`config.mk`:
```
export PLATFORM = sky130hd
export DESIGN_NAME = math_alphanumeric_mapper_top
export DESIGN_NICKNAME = d
export VERILOG_FILES = /design/src/rtl/mam_pkg.sv /design/src/rtl/mam_offset_map.sv /design/src/rtl/mam_arabic_map.sv /design/src/rtl/math_alphanumeric_mapper_top.sv
export SDC_FILE = /design/constraint.sdc
export NUM_CORES = 1
export LEC_CHECK = 0
export BUFFER_PORTS_ARGS = -buffer_cell sky130_fd_sc_hd__buf_2
export CAP_MARGIN = 0
export CORE_MARGIN = 4
export CORE_UTILIZATION = 38
export CTS_BUF_LIST = sky130_fd_sc_hd__clkbuf_4 sky130_fd_sc_hd__clkbuf_8
export DETAILED_ROUTE_END_ITERATION = 6
export GPL_TIMING_DRIVEN = 0
export SYNTH_ARGS = -nofsm -noshare
export SYNTH_HDL_FRONTEND = slang
export SYNTH_SLANG_ARGS = --single-unit
```
`constraint.sdc`:
```
create_clock -name clock -period 5.5 [get_ports clock]
set_input_delay 1.1 -clock clock [delete_from_list [all_inputs] [get_ports clock]]
set_output_delay 1.1 -clock clock [all_outputs]
set_load 0.02 [all_outputs]
```
`src/rtl/mam_pkg.sv`:
```
// Shared types, code point constants and lookup tables for the math
// alphanumeric mapper. No dependencies.

package mam_pkg;

   localparam int CpWidth  = 21;
   localparam int VarWidth = 5;

   // mathvariant codes
   localparam logic [VarWidth-1:0] VarNormal     = 5'd1;
   localparam logic [VarWidth-1:0] VarBold       = 5'd2;
   localparam logic [VarWidth-1:0] VarItalic     = 5'd3;
   localparam logic [VarWidth-1:0] VarBoldItalic = 5'd4;
   localparam logic [VarWidth-1:0] VarDouble     = 5'd8;
   localparam logic [VarWidth-1:0] VarSans       = 5'd10;
   localparam logic [VarWidth-1:0] VarBoldSans   = 5'd11;
   localparam logic [VarWidth-1:0] VarSansBoldIt = 5'd13;
   localparam logic [VarWidth-1:0] VarMono       = 5'd14;
   localparam logic [VarWidth-1:0] VarInitial    = 5'd15;
   localparam logic [VarWidth-1:0] VarTailed     = 5'd16;
   localparam logic [VarWidth-1:0] VarLooped     = 5'd17;
   localparam logic [VarWidth-1:0] VarStretched  = 5'd18;

   localparam logic [CpWidth-1:0] LatinStart   = 21'h1D400;
   localparam logic [CpWidth-1:0] LatinStep    = 21'h1D434 - 21'h1D400;
   localparam logic [CpWidth-1:0] LatinLowOff  = 21'h1D41A - 21'h1D400;
   localparam logic [CpWidth-1:0] GreekStart   = 21'h1D6A8;
   localparam logic [CpWidth-1:0] GreekStep    = 21'h1D6E2 - 21'h1D6A8;
   localparam logic [CpWidth-1:0] GreekLowOff  = 21'h1D6C2 - 21'h1D6A8;
   localparam logic [CpWidth-1:0] DigitStart   = 21'h1D7CE;
   localparam logic [CpWidth-1:0] DigitStep    = 21'h1D7D8 - 21'h1D7CE;
   localparam logic [CpWidth-1:0] ArabicLow    = 21'h00600;
   localparam logic [CpWidth-1:0] ArabicHigh   = 21'h006FF;
   localparam logic [CpWidth-1:0] ArabicOut    = 21'h1EE00;
   localparam logic [CpWidth-1:0] GreekHole    = 21'h003A2;
   localparam logic [CpWidth-1:0] Digamma      = 21'h003DC;
   localparam logic [CpWidth-1:0] DigammaSmall = 21'h003DD;
   localparam logic [CpWidth-1:0] DigammaOut   = 21'h1D7CA;
   localparam logic [CpWidth-1:0] DotlessI     = 21'h00131;
   localparam logic [CpWidth-1:0] DotlessJ     = 21'h00237;
   localparam logic [CpWidth-1:0] DotlessOut   = 21'h1D6A4;

   typedef struct packed {
      logic                 hit;
      logic [CpWidth-1:0]   point;
   } map_res_type;

   // Replace a Latin result that lands on a hole by its letterlike symbol.
   function automatic logic [CpWidth-1:0] latin_hole_fix(input logic [CpWidth-1:0] cand);
      logic [CpWidth-1:0] r;
      case (cand)
         21'h1D455: r = 21'h210E;
         21'h1D49D: r = 21'h212C;
         21'h1D4A0: r = 21'h2130;
         21'h1D4A1: r = 21'h2131;
         21'h1D4A3: r = 21'h210B;
         21'h1D4A4: r = 21'h2110;
         21'h1D4A7: r = 21'h2112;
         21'h1D4A8: r = 21'h2133;
         21'h1D4AD: r = 21'h211B;
         21'h1D4BA: r = 21'h212F;
         21'h1D4BC: r = 21'h210A;
         21'h1D4C4: r = 21'h2134;
         21'h1D506: r = 21'h212D;
         21'h1D50B: r = 21'h210C;
         21'h1D50C: r = 21'h2111;
         21'h1D515: r = 21'h211C;
         21'h1D51D: r = 21'h2128;
         21'h1D53A: r = 21'h2102;
         21'h1D53F: r = 21'h210D;
         21'h1D545: r = 21'h2115;
         21'h1D547: r = 21'h2119;
         21'h1D548: r = 21'h211A;
         21'h1D549: r = 21'h211D;
         21'h1D551: r = 21'h2124;
         default:   r = cand;
      endcase
      return r;
   endfunction

   // Arabic tables: key is the low byte of 0x06xx, result {hit, low byte of 0x1EExx}.
   function automatic logic [8:0] ar_initial_lookup(input logic [7:0] k);
      logic [8:0] r;
      case (k)
         8'h28: r = {1'b1, 8'h21};
         8'h2A: r = {1'b1, 8'h35};
         8'h2B: r = {1'b1, 8'h36};
         8'h2C: r = {1'b1, 8'h22};
         8'h2D: r = {1'b1, 8'h27};
         8'h2E: r = {1'b1, 8'h37};
         8'h33: r = {1'b1, 8'h2E};
         8'h34: r = {1'b1, 8'h34};
         8'h35: r = {1'b1, 8'h31};
         8'h36: r = {1'b1, 8'h39};
         8'h39: r = {1'b1, 8'h2F};
         8'h3A: r = {1'b1, 8'h3B};
         8'h41: r = {1'b1, 8'h30};
         8'h42: r = {1'b1, 8'h32};
         8'h43: r = {1'b1, 8'h2A};
         8'h44: r = {1'b1, 8'h2B};
         8'h45: r = {1'b1, 8'h2C};
         8'h46: r = {1'b1, 8'h2D};
         8'h47: r = {1'b1, 8'h24};
         8'h4A: r = {1'b1, 8'h29};
         default: r = 9'h000;
      endcase
      return r;
   endfunction

   function automatic logic [8:0] ar_tailed_lookup(input logic [7:0] k);
      logic [8:0] r;
      case (k)
         8'h2C: r = {1'b1, 8'h42};
         8'h2D: r = {1'b1, 8'h47};
         8'h2E: r = {1'b1, 8'h57};
         8'h33: r = {1'b1, 8'h4E};
         8'h34: r = {1'b1, 8'h54};
         8'h35: r = {1'b1, 8'h51};
         8'h36: r = {1'b1, 8'h59};
         8'h39: r = {1'b1, 8'h4F};
         8'h3A: r = {1'b1, 8'h5B};
         8'h42: r = {1'b1, 8'h52};
         8'h44: r = {1'b1, 8'h4B};
         8'h46: r = {1'b1, 8'h4D};
         8'h4A: r = {1'b1, 8'h49};
         8'h6F: r = {1'b1, 8'h5F};
         8'hBA: r = {1'b1, 8'h5D};
         default: r = 9'h000;
      endcase
      return r;
   endfunction

   function automatic logic [8:0] ar_stretched_lookup(input logic [7:0] k);
      logic [8:0] r;
      case (k)
         8'h28: r = {1'b1, 8'h61};
         8'h2A: r = {1'b1, 8'h75};
         8'h2B: r = {1'b1, 8'h76};
         8'h2C: r = {1'b1, 8'h62};
         8'h2D: r = {1'b1, 8'h67};
         8'h2E: r = {1'b1, 8'h77};
         8'h33: r = {1'b1, 8'h6E};
         8'h34: r = {1'b1, 8'h74};
         8'h35: r = {1'b1, 8'h71};
         8'h36: r = {1'b1, 8'h79};
         8'h37: r = {1'b1, 8'h68};
         8'h38: r = {1'b1, 8'h7A};
         8'h39: r = {1'b1, 8'h6F};
         8'h3A: r = {1'b1, 8'h7B};
         8'h41: r = {1'b1, 8'h70};
         8'h42: r = {1'b1, 8'h72};
         8'h43: r = {1'b1, 8'h6A};
         8'h45: r = {1'b1, 8'h6C};
         8'h46: r = {1'b1, 8'h6D};
         8'h47: r = {1'b1, 8'h64};
         8'h4A: r = {1'b1, 8'h69};
         8'h6E: r = {1'b1, 8'h7C};
         8'hA1: r = {1'b1, 8'h7E};
         default: r = 9'h000;
      endcase
      return r;
   endfunction

   function automatic logic [8:0] ar_looped_lookup(input logic [7:0] k);
      logic [8:0] r;
      case (k)
         8'h27: r = {1'b1, 8'h80};
         8'h28: r = {1'b1, 8'h81};
         8'h2A: r = {1'b1, 8'h95};
         8'h2B: r = {1'b1, 8'h96};
         8'h2C: r = {1'b1, 8'h82};
         8'h2D: r = {1'b1, 8'h87};
         8'h2E: r = {1'b1, 8'h97};
         8'h2F: r = {1'b1, 8'h83};
         8'h30: r = {1'b1, 8'h98};
         8'h31: r = {1'b1, 8'h93};
         8'h32: r = {1'b1, 8'h86};
         8'h33: r = {1'b1, 8'h8E};
         8'h34: r = {1'b1, 8'h94};
         8'h35: r = {1'b1, 8'h91};
         8'h36: r = {1'b1, 8'h99};
         8'h37: r = {1'b1, 8'h88};
         8'h38: r = {1'b1, 8'h9A};
         8'h39: r = {1'b1, 8'h8F};
         8'h3A: r = {1'b1, 8'h9B};
         8'h41: r = {1'b1, 8'h90};
         8'h42: r = {1'b1, 8'h92};
         8'h44: r = {1'b1, 8'h8B};
         8'h45: r = {1'b1, 8'h8C};
         8'h46: r = {1'b1, 8'h8D};
         8'h47: r = {1'b1, 8'h84};
         8'h48: r = {1'b1, 8'h85};
         8'h4A: r = {1'b1, 8'h89};
         default: r = 9'h000;
      endcase
      return r;
   endfunction

   function automatic logic [8:0] ar_double_lookup(input logic [7:0] k);
      logic [8:0] r;
      case (k)
         8'h28: r = {1'b1, 8'hA1};
         8'h2A: r = {1'b1, 8'hB5};
         8'h2B: r = {1'b1, 8'hB6};
         8'h2C: r = {1'b1, 8'hA2};
         8'h2D: r = {1'b1, 8'hA7};
         8'h2E: r = {1'b1, 8'hB7};
         8'h2F: r = {1'b1, 8'hA3};
         8'h30: r = {1'b1, 8'hB8};
         8'h31: r = {1'b1, 8'hB3};
         8'h32: r = {1'b1, 8'hA6};
         8'h33: r = {1'b1, 8'hAE};
         8'h34: r = {1'b1, 8'hB4};
         8'h35: r = {1'b1, 8'hB1};
         8'h36: r = {1'b1, 8'hB9};
         8'h37: r = {1'b1, 8'hA8};
         8'h38: r = {1'b1, 8'hBA};
         8'h39: r = {1'b1, 8'hAF};
         8'h3A: r = {1'b1, 8'hBB};
         8'h41: r = {1'b1, 8'hB0};
         8'h42: r = {1'b1, 8'hB2};
         8'h44: r = {1'b1, 8'hAB};
         8'h45: r = {1'b1, 8'hAC};
         8'h46: r = {1'b1, 8'hAD};
         8'h48: r = {1'b1, 8'hA5};
         8'h4A: r = {1'b1, 8'hA9};
         default: r = 9'h000;
      endcase
      return r;
   endfunction

endpackage

```
`src/rtl/mam_offset_map.sv`:
```
// Offset arithmetic for Latin letters, digits and Greek, plus the digamma,
// dotless i/j and Latin hole cases. Depends on mam_pkg.

module mam_offset_map
   import mam_pkg::*;
(
   input  logic [CpWidth-1:0]  code_point,
   input  logic [VarWidth-1:0] variant,
   output map_res_type         result
);

   logic               var_ok;
   logic               is_upper;
   logic               is_lower;
   logic               is_digit;
   logic [5:0]         latin_base;
   logic [3:0]         latin_mult;
   logic [CpWidth-1:0] latin_cand;
   logic               digit_ok;
   logic [2:0]         digit_mult;
   logic               greek_in;
   logic [5:0]         greek_base;
   logic               greek_ok;
   logic [2:0]         greek_mult;

   always_comb begin
      var_ok   = (variant >= VarBold) && (variant <= VarStretched);
      is_upper = (code_point >= 21'h41) && (code_point <= 21'h5A);
      is_lower = (code_point >= 21'h61) && (code_point <= 21'h7A);
      is_digit = (code_point >= 21'h30) && (code_point <= 21'h39);

      latin_base = is_upper ? 6'(code_point - 21'h41)
                            : 6'(code_point - 21'h61 + LatinLowOff);
      latin_mult = 4'(variant - VarBold);
      latin_cand = LatinStart + 21'(latin_base) + 21'(latin_mult) * LatinStep;

      digit_ok   = 1'b1;
      digit_mult = 3'd0;
      case (variant)
         VarBold:     digit_mult = 3'd0;
         VarDouble:   digit_mult = 3'd1;
         VarSans:     digit_mult = 3'd2;
         VarBoldSans: digit_mult = 3'd3;
         VarMono:     digit_mult = 3'd4;
         default:     digit_ok   = 1'b0;
      endcase

      greek_in   = 1'b1;
      greek_base = 6'd0;
      if ((code_point >= 21'h391) && (code_point <= 21'h3A9)) begin
         greek_base = 6'(code_point - 21'h391);
      end else if ((code_point >= 21'h3B1) && (code_point <= 21'h3C9)) begin
         greek_base = 6'(code_point - 21'h3B1 + GreekLowOff);
      end else begin
         case (code_point)
            21'h003F4: greek_base = 6'd17;
            21'h02207: greek_base = 6'd25;
            21'h02202: greek_base = 6'd51;
            21'h003F5: greek_base = 6'd52;
            21'h003D1: greek_base = 6'd53;
            21'h003F0: greek_base = 6'd54;
            21'h003D5: greek_base = 6'd55;
            21'h003F1: greek_base = 6'd56;
            21'h003D6: greek_base = 6'd57;
            default:   greek_in   = 1'b0;
         endcase
      end

      greek_ok   = 1'b1;
      greek_mult = 3'd0;
      case (variant)
         VarBold:       greek_mult = 3'd0;
         VarItalic:     greek_mult = 3'd1;
         VarBoldItalic: greek_mult = 3'd2;
         VarBoldSans:   greek_mult = 3'd3;
         VarSansBoldIt: greek_mult = 3'd4;
         default:       greek_ok   = 1'b0;
      endcase

      result = '0;
      if (!var_ok || code_point == GreekHole) begin
         result.hit = 1'b0;
      end else if (code_point == Digamma || code_point == DigammaSmall) begin
         result.hit   = (variant == VarBold);
         result.point = DigammaOut + 21'(code_point[0]);
      end else if (code_point == DotlessI || code_point == DotlessJ) begin
         result.hit   = (variant == VarItalic);
         result.point = DotlessOut + 21'(code_point == DotlessJ);
      end else if (is_upper || is_lower) begin
         result.hit   = (variant <= VarMono);
         result.point = latin_hole_fix(latin_cand);
      end else if (is_digit) begin
         result.hit   = digit_ok;
         result.point = DigitStart + (code_point - 21'h30) + 21'(digit_mult) * DigitStep;
      end else if (greek_in) begin
         result.hit   = greek_ok;
         result.point = GreekStart + 21'(greek_base) + 21'(greek_mult) * GreekStep;
      end
   end

endmodule

```
`src/rtl/mam_arabic_map.sv`:
```
// Arabic letter lookup for the initial, tailed, looped, stretched and
// double-struck forms. Depends on mam_pkg for the tables.

module mam_arabic_map
   import mam_pkg::*;
(
   input  logic [CpWidth-1:0]  code_point,
   input  logic [VarWidth-1:0] variant,
   output map_res_type         result
);

   logic       in_block;
   logic [8:0] entry;

   always_comb begin
      in_block = (code_point >= ArabicLow) && (code_point <= ArabicHigh);
      case (variant)
         VarInitial:   entry = ar_initial_lookup(code_point[7:0]);
         VarTailed:    entry = ar_tailed_lookup(code_point[7:0]);
         VarLooped:    entry = ar_looped_lookup(code_point[7:0]);
         VarStretched: entry = ar_stretched_lookup(code_point[7:0]);
         VarDouble:    entry = ar_double_lookup(code_point[7:0]);
         default:      entry = 9'h000;
      endcase
      result.hit   = in_block && entry[8];
      result.point = ArabicOut | 21'(entry[7:0]);
   end

endmodule

```
`src/rtl/math_alphanumeric_mapper_top.sv`:
```
// Math alphanumeric mapper: top level with input stage, mapping logic
// and result register. Depends on mam_pkg, mam_offset_map, mam_arabic_map.
//
// Usage:
//   The request channel (req_valid, req_stall, req_code_point, req_variant)
//   carries one code point and a mathvariant code per transfer. The response
//   channel (rsp_valid, rsp_stall, rsp_mapped_point) returns exactly one
//   mapped code point per request, in order.
//   A transfer happens at a clock edge with valid high and stall low.
//   The input register takes the request at the transfer edge, and the
//   mapping logic loads the result register when that stage can advance
//   (result register empty or rsp_stall low), which raises rsp_valid.
//   Throughput is one item per cycle while rsp_stall is low; the input
//   and result registers advance independently, so a new request is
//   taken while a result waits, as long as one of the two stages is free.
//   When rsp_stall is held, the result holds, the input stage fills, and
//   req_stall rises once both stages are occupied.
//   Synchronous active-high reset empties both stages; no request is
//   lost or duplicated across a stall.

module math_alphanumeric_mapper_top
   import mam_pkg::*;
(
   input  logic                clock,
   input  logic                reset,
   input  logic                req_valid,
   output logic                req_stall,
   input  logic [CpWidth-1:0]  req_code_point,
   input  logic [VarWidth-1:0] req_variant,
   output logic                rsp_valid,
   input  logic                rsp_stall,
   output logic [CpWidth-1:0]  rsp_mapped_point
);

   logic                s1_valid_ff;
   logic                s1_valid_in;
   logic [CpWidth-1:0]  code_ff;
   logic [VarWidth-1:0] variant_ff;
   logic                rsp_valid_ff;
   logic                rsp_valid_in;
   logic [CpWidth-1:0]  rsp_point_ff;
   logic [CpWidth-1:0]  rsp_point_in;
   logic                advance_out;
   logic                load_s1;
   map_res_type         offset_res;
   map_res_type         arabic_res;

   mam_offset_map u_offset (
      .code_point (code_ff),
      .variant    (variant_ff),
      .result     (offset_res)
   );

   mam_arabic_map u_arabic (
      .code_point (code_ff),
      .variant    (variant_ff),
      .result     (arabic_res)
   );

   always_comb begin
      advance_out = !rsp_valid_ff || !rsp_stall;
      req_stall   = s1_valid_ff && !advance_out;
      load_s1     = req_valid && !req_stall;

      if (load_s1) begin
         s1_valid_in = 1'b1;
      end else if (advance_out) begin
         s1_valid_in = 1'b0;
      end else begin
         s1_valid_in = s1_valid_ff;
      end
      rsp_valid_in = advance_out ? s1_valid_ff : rsp_valid_ff;

      if (offset_res.hit) begin
         rsp_point_in = offset_res.point;
      end else if (arabic_res.hit) begin
         rsp_point_in = arabic_res.point;
      end else begin
         rsp_point_in = code_ff;
      end
   end

   always_ff @(posedge clock) begin
      if (reset) begin
         s1_valid_ff  <= 1'b0;
         rsp_valid_ff <= 1'b0;
      end else begin
         s1_valid_ff  <= s1_valid_in;
         rsp_valid_ff <= rsp_valid_in;
      end
   end

   // payload registers: load on transfer, hold otherwise
   always_ff @(posedge clock) begin
      if (load_s1) begin
         code_ff    <= req_code_point;
         variant_ff <= req_variant;
      end
      if (advance_out && s1_valid_ff) begin
         rsp_point_ff <= rsp_point_in;
      end
   end

   assign rsp_valid        = rsp_valid_ff;
   assign rsp_mapped_point = rsp_point_ff;

`ifndef SYNTHESIS
   a_stall_only_when_full: assert property (@(posedge clock) disable iff (reset)
      req_stall |-> (s1_valid_ff && rsp_valid_ff))
      else $error("req_stall raised with a free stage");

   a_rsp_from_stage: assert property (@(posedge clock) disable iff (reset)
      $rose(rsp_valid_ff) |-> $past(s1_valid_ff))
      else $error("response appeared without a staged request");

   a_passthrough_variant: assert property (@(posedge clock) disable iff (reset)
      (s1_valid_ff && (variant_ff < VarBold || variant_ff > VarStretched))
         |-> (rsp_point_in == code_ff))
      else $error("unmapped variant changed the code point");

   a_one_source: assert property (@(posedge clock) disable iff (reset)
      s1_valid_ff |-> !(offset_res.hit && arabic_res.hit))
      else $error("offset and Arabic mapping both claimed a code point");
`endif

endmodule
```
After elaboration in Yosys (flattened, before gate mapping)
Memories as Yosys holds them, arrays and structs flattened. A register that Yosys moved wholly into a read port is not among the register bits.
Index checks and enable logic that the tools add are counted.
{"block": "op_classes", "n_addsub": 16, "mul": 3, "n_div": 0, "n_lt_le_gt_ge": 15, "n_eq_ne": 81, "n_shift": 0, "n_mux": 30, "n_bitwise": 0, "n_reduce_logical": 25}
{"op": "21-bit by 17-bit == test with 1-bit output, second input constant", "count": 24}
{"op": "21-bit one-hot mux with 24 select lines", "count": 1}
{"op": "21-bit by 10-bit == test with 1-bit output, second input constant", "count": 11}
{"op": "9-bit one-hot mux with 25 select lines", "count": 1}
{"op": "9-bit one-hot mux with 23 select lines", "count": 1}
{"op": "9-bit one-hot mux with 20 select lines", "count": 1}
{"op": "8-bit by 6-bit == test with 1-bit output, second input constant", "count": 18}
{"op": "9-bit one-hot mux with 15 select lines", "count": 1}
{"op": "22-bit two-way mux", "count": 5}
{"op": "8-bit by 7-bit == test with 1-bit output, second input constant", "count": 11}
{"op": "21-bit two-way mux", "count": 3}
{"op": "6-bit one-hot mux with 9 select lines", "count": 1}
{"op": "9-bit one-hot mux with 5 select lines", "count": 1}
{"op": "21-bit by 14-bit == test with 1-bit output, second input constant", "count": 2}
{"op": "21-bit by 10-bit >= comparator with 1-bit output, second input constant", "count": 2}
{"op": "21-bit by 7-bit >= comparator with 1-bit output, second input constant", "count": 2}
{"op": "21-bit by 10-bit less-or-equal comparator with 1-bit output, second input constant", "count": 2}
{"op": "21-bit by 7-bit less-or-equal comparator with 1-bit output, second input constant", "count": 2}
{"op": "17-bit by 1-bit adder with 18-bit output, first input constant", "count": 2}
{"op": "17-bit by 6-bit adder with 18-bit output, first input constant", "count": 2}
{"op": "5-bit by 4-bit == test with 1-bit output, second input constant", "count": 6}
{"op": "3-bit one-hot mux with 4 select lines", "count": 2}
{"op": "17-bit by 21-bit adder with 21-bit output, first input constant", "count": 1}
{"op": "21-bit by 10-bit adder with 21-bit output", "count": 1}
{"op": "33 further kinds", "count": 67}
{"block": "word_totals", "ff_bits": 49, "latch_bits": 0, "mem_bits_rw": 0, "rom_bits": 896, "in_bits": 30, "out_inout_bits": 23, "elab_cells": 176, "n_memories": 1}
{"memory": "(name not given)", "words": 128, "width": 7, "read_ports": 1, "rd_clocked_by_memory_dff": 1, "write_ports": 0, "line": "mam_pkg.sv:166", "source": "case (k)"}

Longest topological paths before layout
{"block": "logic_depth", "ltp_word": 13, "ltp_mapped": 25, "ltp_nobuf": 22}

By module
A second synthesis with hierarchy kept.
{"block": "hier_totals", "hier_cells": 1059, "area_unflattened_um2": 8310.5}
{"mod": "mam_offset_map", "instances": 1, "cells_per_inst": 674, "area_per_inst_um2": 4644.5, "seq_area_each_um2": 0.0}
{"mod": "math_alphanumeric_mapper_top", "instances": 1, "cells_per_inst": 127, "area_per_inst_um2": 1953.1, "seq_area_each_um2": 1451.4}
{"mod": "mam_arabic_map", "instances": 1, "cells_per_inst": 258, "area_per_inst_um2": 1712.9, "seq_area_each_um2": 0.0}

Worst setup path after synthesis
No wires, ideal clock.
{"block": "synth_path", "kind": "register to register", "from": "reg code_ff[15]", "to": "reg rsp_point_ff[12] (netlist: rsp_mapped_point[12]), data pin", "setup_ps": 278, "arrival_time_ps": 5567, "t_required_ps": 5222, "setup_slack_ps": -344, "path_stages_with_launch": 24, "path_buffers": 2, "period_less_slack_ps": 5844, "cell_sequence": "edfxtp_1 -> inv_1 -> ha_1 -> nor3b_1 -> nand4_1 -> o2111a_1 -> o32ai_2 -> buf_2 -> mux2i_1 -> xnor2_1 -> ha_1 -> inv_1 -> fa_1 -> nand2b_1 -> a21o_1 -> xnor2_1 -> nor3_1 -> o21ai_0 -> o2bb2ai_1 -> o2bb2ai_1 -> a2111oi_4 -> buf_6 -> o41ai_1 -> a221oi_2"}
{"block": "synth_via", "elab_chain_len": 13, "elab_cells_between_ends": 84, "classes_between": "5 x add/sub; 12 x order compare; 38 x eq/ne; 17 x mux; 12 x reduce/logical"}
{"element": "from (decl)", "line": "math_alphanumeric_mapper_top.sv:37", "source": "logic [CpWidth-1:0] code_ff;"}
{"element": "from (signal assigned)", "line": "math_alphanumeric_mapper_top.sv:96", "source": "code_ff <= req_code_point;"}
{"element": "branches (longest 12 deep; another with 21-bit by 7-bit >= comparator with 1-bit output)"}
{"element": "21-bit two-way mux *", "line": "math_alphanumeric_mapper_top.sv:74", "source": "if (offset_res.hit) begin"}
{"element": "named net rsp_point_in[12]", "line": "math_alphanumeric_mapper_top.sv:42", "source": "logic [CpWidth-1:0] rsp_point_in;"}
{"element": "to (signal assigned)", "line": "math_alphanumeric_mapper_top.sv:100", "source": "rsp_point_ff <= rsp_point_in;"}
{"element": "to (decl)", "line": "math_alphanumeric_mapper_top.sv:41", "source": "logic [CpWidth-1:0] rsp_point_ff;"}
Mark *: on every way through the listed nets, which the timed path passes.
A chain may end at the register's enable or synchronous reset.

Final worst setup path
{"block": "layout_path", "from": "reg code_ff[13]", "to": "reg rsp_point_ff[8] (netlist: rsp_mapped_point[8]), data pin"}
Same word-level chain as after synthesis.

==> impl_results.md <==
* Cell Area, Placed at 8830 um2
* Synth Register Bits at 55
* DIE AREA at 24000 um2
* Violated checks: capacitance limit, setup timing
* Share of cells above drive strength 1 at 0.232
* Hold Path Class: reg -> reg
* Vias per Instance at 6.35
* Hold Vio Cnt, Final at 0
* Vias in the first global route at 8742
* Mapped Nets at 1200
* Max Transition Viols Final at 0
* Clock Sinks at 55
* Drt wl/cell at 21.7 um
* Pleak at 3.98 nW
* Syn Std Cell Area at 8190 um2
* Final net count at 1334
* Final wirelength at 32300 um
* CP Data Required Time at 5590 ps
* Max frequency at 179 MHz
* Initial antenna violation count at 0
* Setup violations, final at 3
* RePlAce Congestion at 1.00
* Io pins at 53
* Fin area at 10100 um2
* Pre-Repair DR Iteration Count at 6
* Cells after Synth at 1076
* CTS Hold Bufs at 0
* Met2 wire len at 14200 um
* Worst Clk Skew at 27.6 ps
* Worst hold margin at 527 ps
* Post-DP HPWL at 24000 um
* # rows at 53
* Worst setup SP type: flop
* Worst-path maximum fanout at 6
* DRT iter0 DRCs at 1503
* Chip Height at 155 um
* Root buffer cell: clkbuf_8
* GRT Residual Overflow at 0
* Num CTS Buffers at 5
* Slowest stage delay, CP at 580 ps
* Top_reg_cell synth: edfxtp_1
* Sequential fraction of the synthesis area at 0.192
* Top cell by count, worst path: buf_6
* H-tree level count at 2
* First-pass GRT wire length at 48800 um
* Crit Path Class: reg -> reg
* Total track usage at 0.256
* Starting Density at 0.388
* Final min period at 5590 ps
* Largest net degree at the start of global routing at 36
* Outcome: finished, violations left
* Worst-Margin Slew at 1450 ps
* Fraction of registers with async set/reset at 0
* Met3 wire len at 2990 um
* Final core occ at 0.480
* Endpoint class of the critical path: flop
* Total number of vias at 9437
* Tcrit/Tclk final at 1.02
* Core ar. at 21100 um2
* CTS tree: yes
* Mean Syn Cell Area at 7.61 um2
* RSZ-0062 raised after global routing: true
* Synth cell types at 86
* Met1 wire length at 13700 um
* Setup ws final at -88.8 ps
* Setup TNS at -126 ps
* Clock latency on the worst-skew pair at 370 ps
* Yosys Warn Count at 0
* Deepest clock path buffer count at 2
* Post-synth EDFFs at 47
* IO Port Bufs at 52
* Pwr Density at 199 nW/um2
* Worst vdd ir at 0.113 mV
* Slowest CP cell: or4_4
* Area growth syn-to-layout at 23.6%
* WP data arrival at 5680 ps
* CP Cell Sequence: or4_4, o31ai_4, nand3_2, o32ai_4, buf_6, mux2i_2, xnor2_1, ha_2, inv_2, fa_2, nand2b_4, a21o_4, xnor2_4, nor3_4, buf_6, o2111ai_4, o211ai_1, or2_4, a2111oi_4, a211oi_1, or3_1
* ANT nets after route at 0
* Slew headroom at 0.0233
* Highest routed layer: met4
* Die Wd at 155 um
* DR DRC count at 0
* CTS clk-pin slew, worst paths at 120 ps
* Max Cap Violations at 1
power breakdown:
group | internal, W | total [W] | switching, W
logic | 0.000513 | 0.00124 | 0.000729
clock network | 0.0000966 | 0.000270 | 0.000173
registers | 0.000479 | 0.000498 | 0.0000188
Yosys cell counts (13+ instances only):
master | number | area, um2
a211oi_1 | 17 | 128
a21oi_1 | 75 | 375
edfxtp_1 | 47 | 1410
nand3_1 | 39 | 195
o21ai_0 | 60 | 300
and2_1 | 15 | 93.8
clkbuf_1 | 46 | 173
nor4_1 | 13 | 81.3
nor2b_1 | 15 | 93.8
xor2_1 | 14 | 123
xnor2_1 | 27 | 236
ha_1 | 87 | 1090
inv_1 | 77 | 289
a31oi_1 | 13 | 81.3
o22ai_1 | 15 | 93.8
nand2_1 | 89 | 334
nand4_1 | 15 | 93.8
nor2_1 | 103 | 387
a21o_1 | 14 | 105
nor3_1 | 35 | 175
critical path: cells and delay by family, from the launching register on:
family	cells	cell delay [ps]
DFF	1	410
AOI/OAI and AO/OA	7	1750
muxes	1	220
and+or+nand+nor	6	1660
xor gates and xnor gates	2	330
buffers and inverters	3	370
adders and majority gates	2	570
through the flow:
stage	cells	worst slack (ps)	total power, W
after floorplan	1076	0.285	0.00109
after global placement	1403	-1960	0.00131
after detailed placement	1404	-1780	0.00131
after CTS	1468	-101	0.00183
after global routing	1486	-299	0.00212
final	1487	-88.8	0.00201
path summary, 6_finish.rpt:
check,slack (ps),cells past startpoint,end,start
setup reg to reg,-90,21,rsp_mapped_point[8],code_ff[13]
hold / removal,530,2,rsp_valid,s1_valid_ff
hold reg to reg,530,2,rsp_valid,s1_valid_ff
setup / recovery,-90,21,rsp_mapped_point[8],code_ff[13]
cells by family (layout without fill, tap and decap cells):
kind of cell | after synthesis | in the layout | share of synthesized area
AND/OR/NAND/NOR | 402 | 402 | 0.251
AO/OA/AOI/OAI | 341 | 341 | 0.291
buffers and inverters | 136 | 271 | 0.0637
adder cells (fa/ha/maj) | 94 | 94 | 0.150
flip-flops | 55 | 55 | 0.192
XOR/XNOR | 41 | 41 | 0.0439
multiplexers | 7 | 7 | 0.00871
other | 0 | 1 | 0
area by class of cell:
type / count / area (um2)
Multi-Input combinational cell: 885 / 6660
Timing Repair Buffer: 133 / 900
Inverter: 79 / 313
Fill cell: 2100 / 11000
Clock buffer: 5 / 68.8
Clock inverter: 3 / 33.8
Tap cell: 275 / 344
Buffer: 51 / 229
Antenna cell: 1 / 2.50
Sequential cell: 55 / 1570
timing repair:
action / 4_1_cts / 5_1_grt
buffers inserted: 60 / 22
pin swaps: 29 / 48
endpoints found under the hold margin: 0 / 0
resized for setup: 88 / 65
gates cloned: 0 / 0
setup endpoints to repair: 18 / 18
routing by layer:
metal  vias up  global-route usage
li1       4301                   -
met1      4420               0.356
met2       598               0.400
met3       118              0.0381
met4         0               0.102
met5         -                   0
cells in the final DEF (no fill, tap or decap), types with 13 or more instances in the layout:
cell      instances
a211oi_1         15
a21o_1           13
a21oi_1          65
and2_1           13
buf_2            57
buf_4            76
clkbuf_1         31
edfxtp_1         47
ha_1             78
inv_1            67
nand2_1          86
nand3_1          36
nand4_1          15
nor2_1           93
nor2b_1          14
nor3_1           29
o21ai_0          49
o22ai_1          15
xnor2_1          23
(Power assumes the default switching activity.)
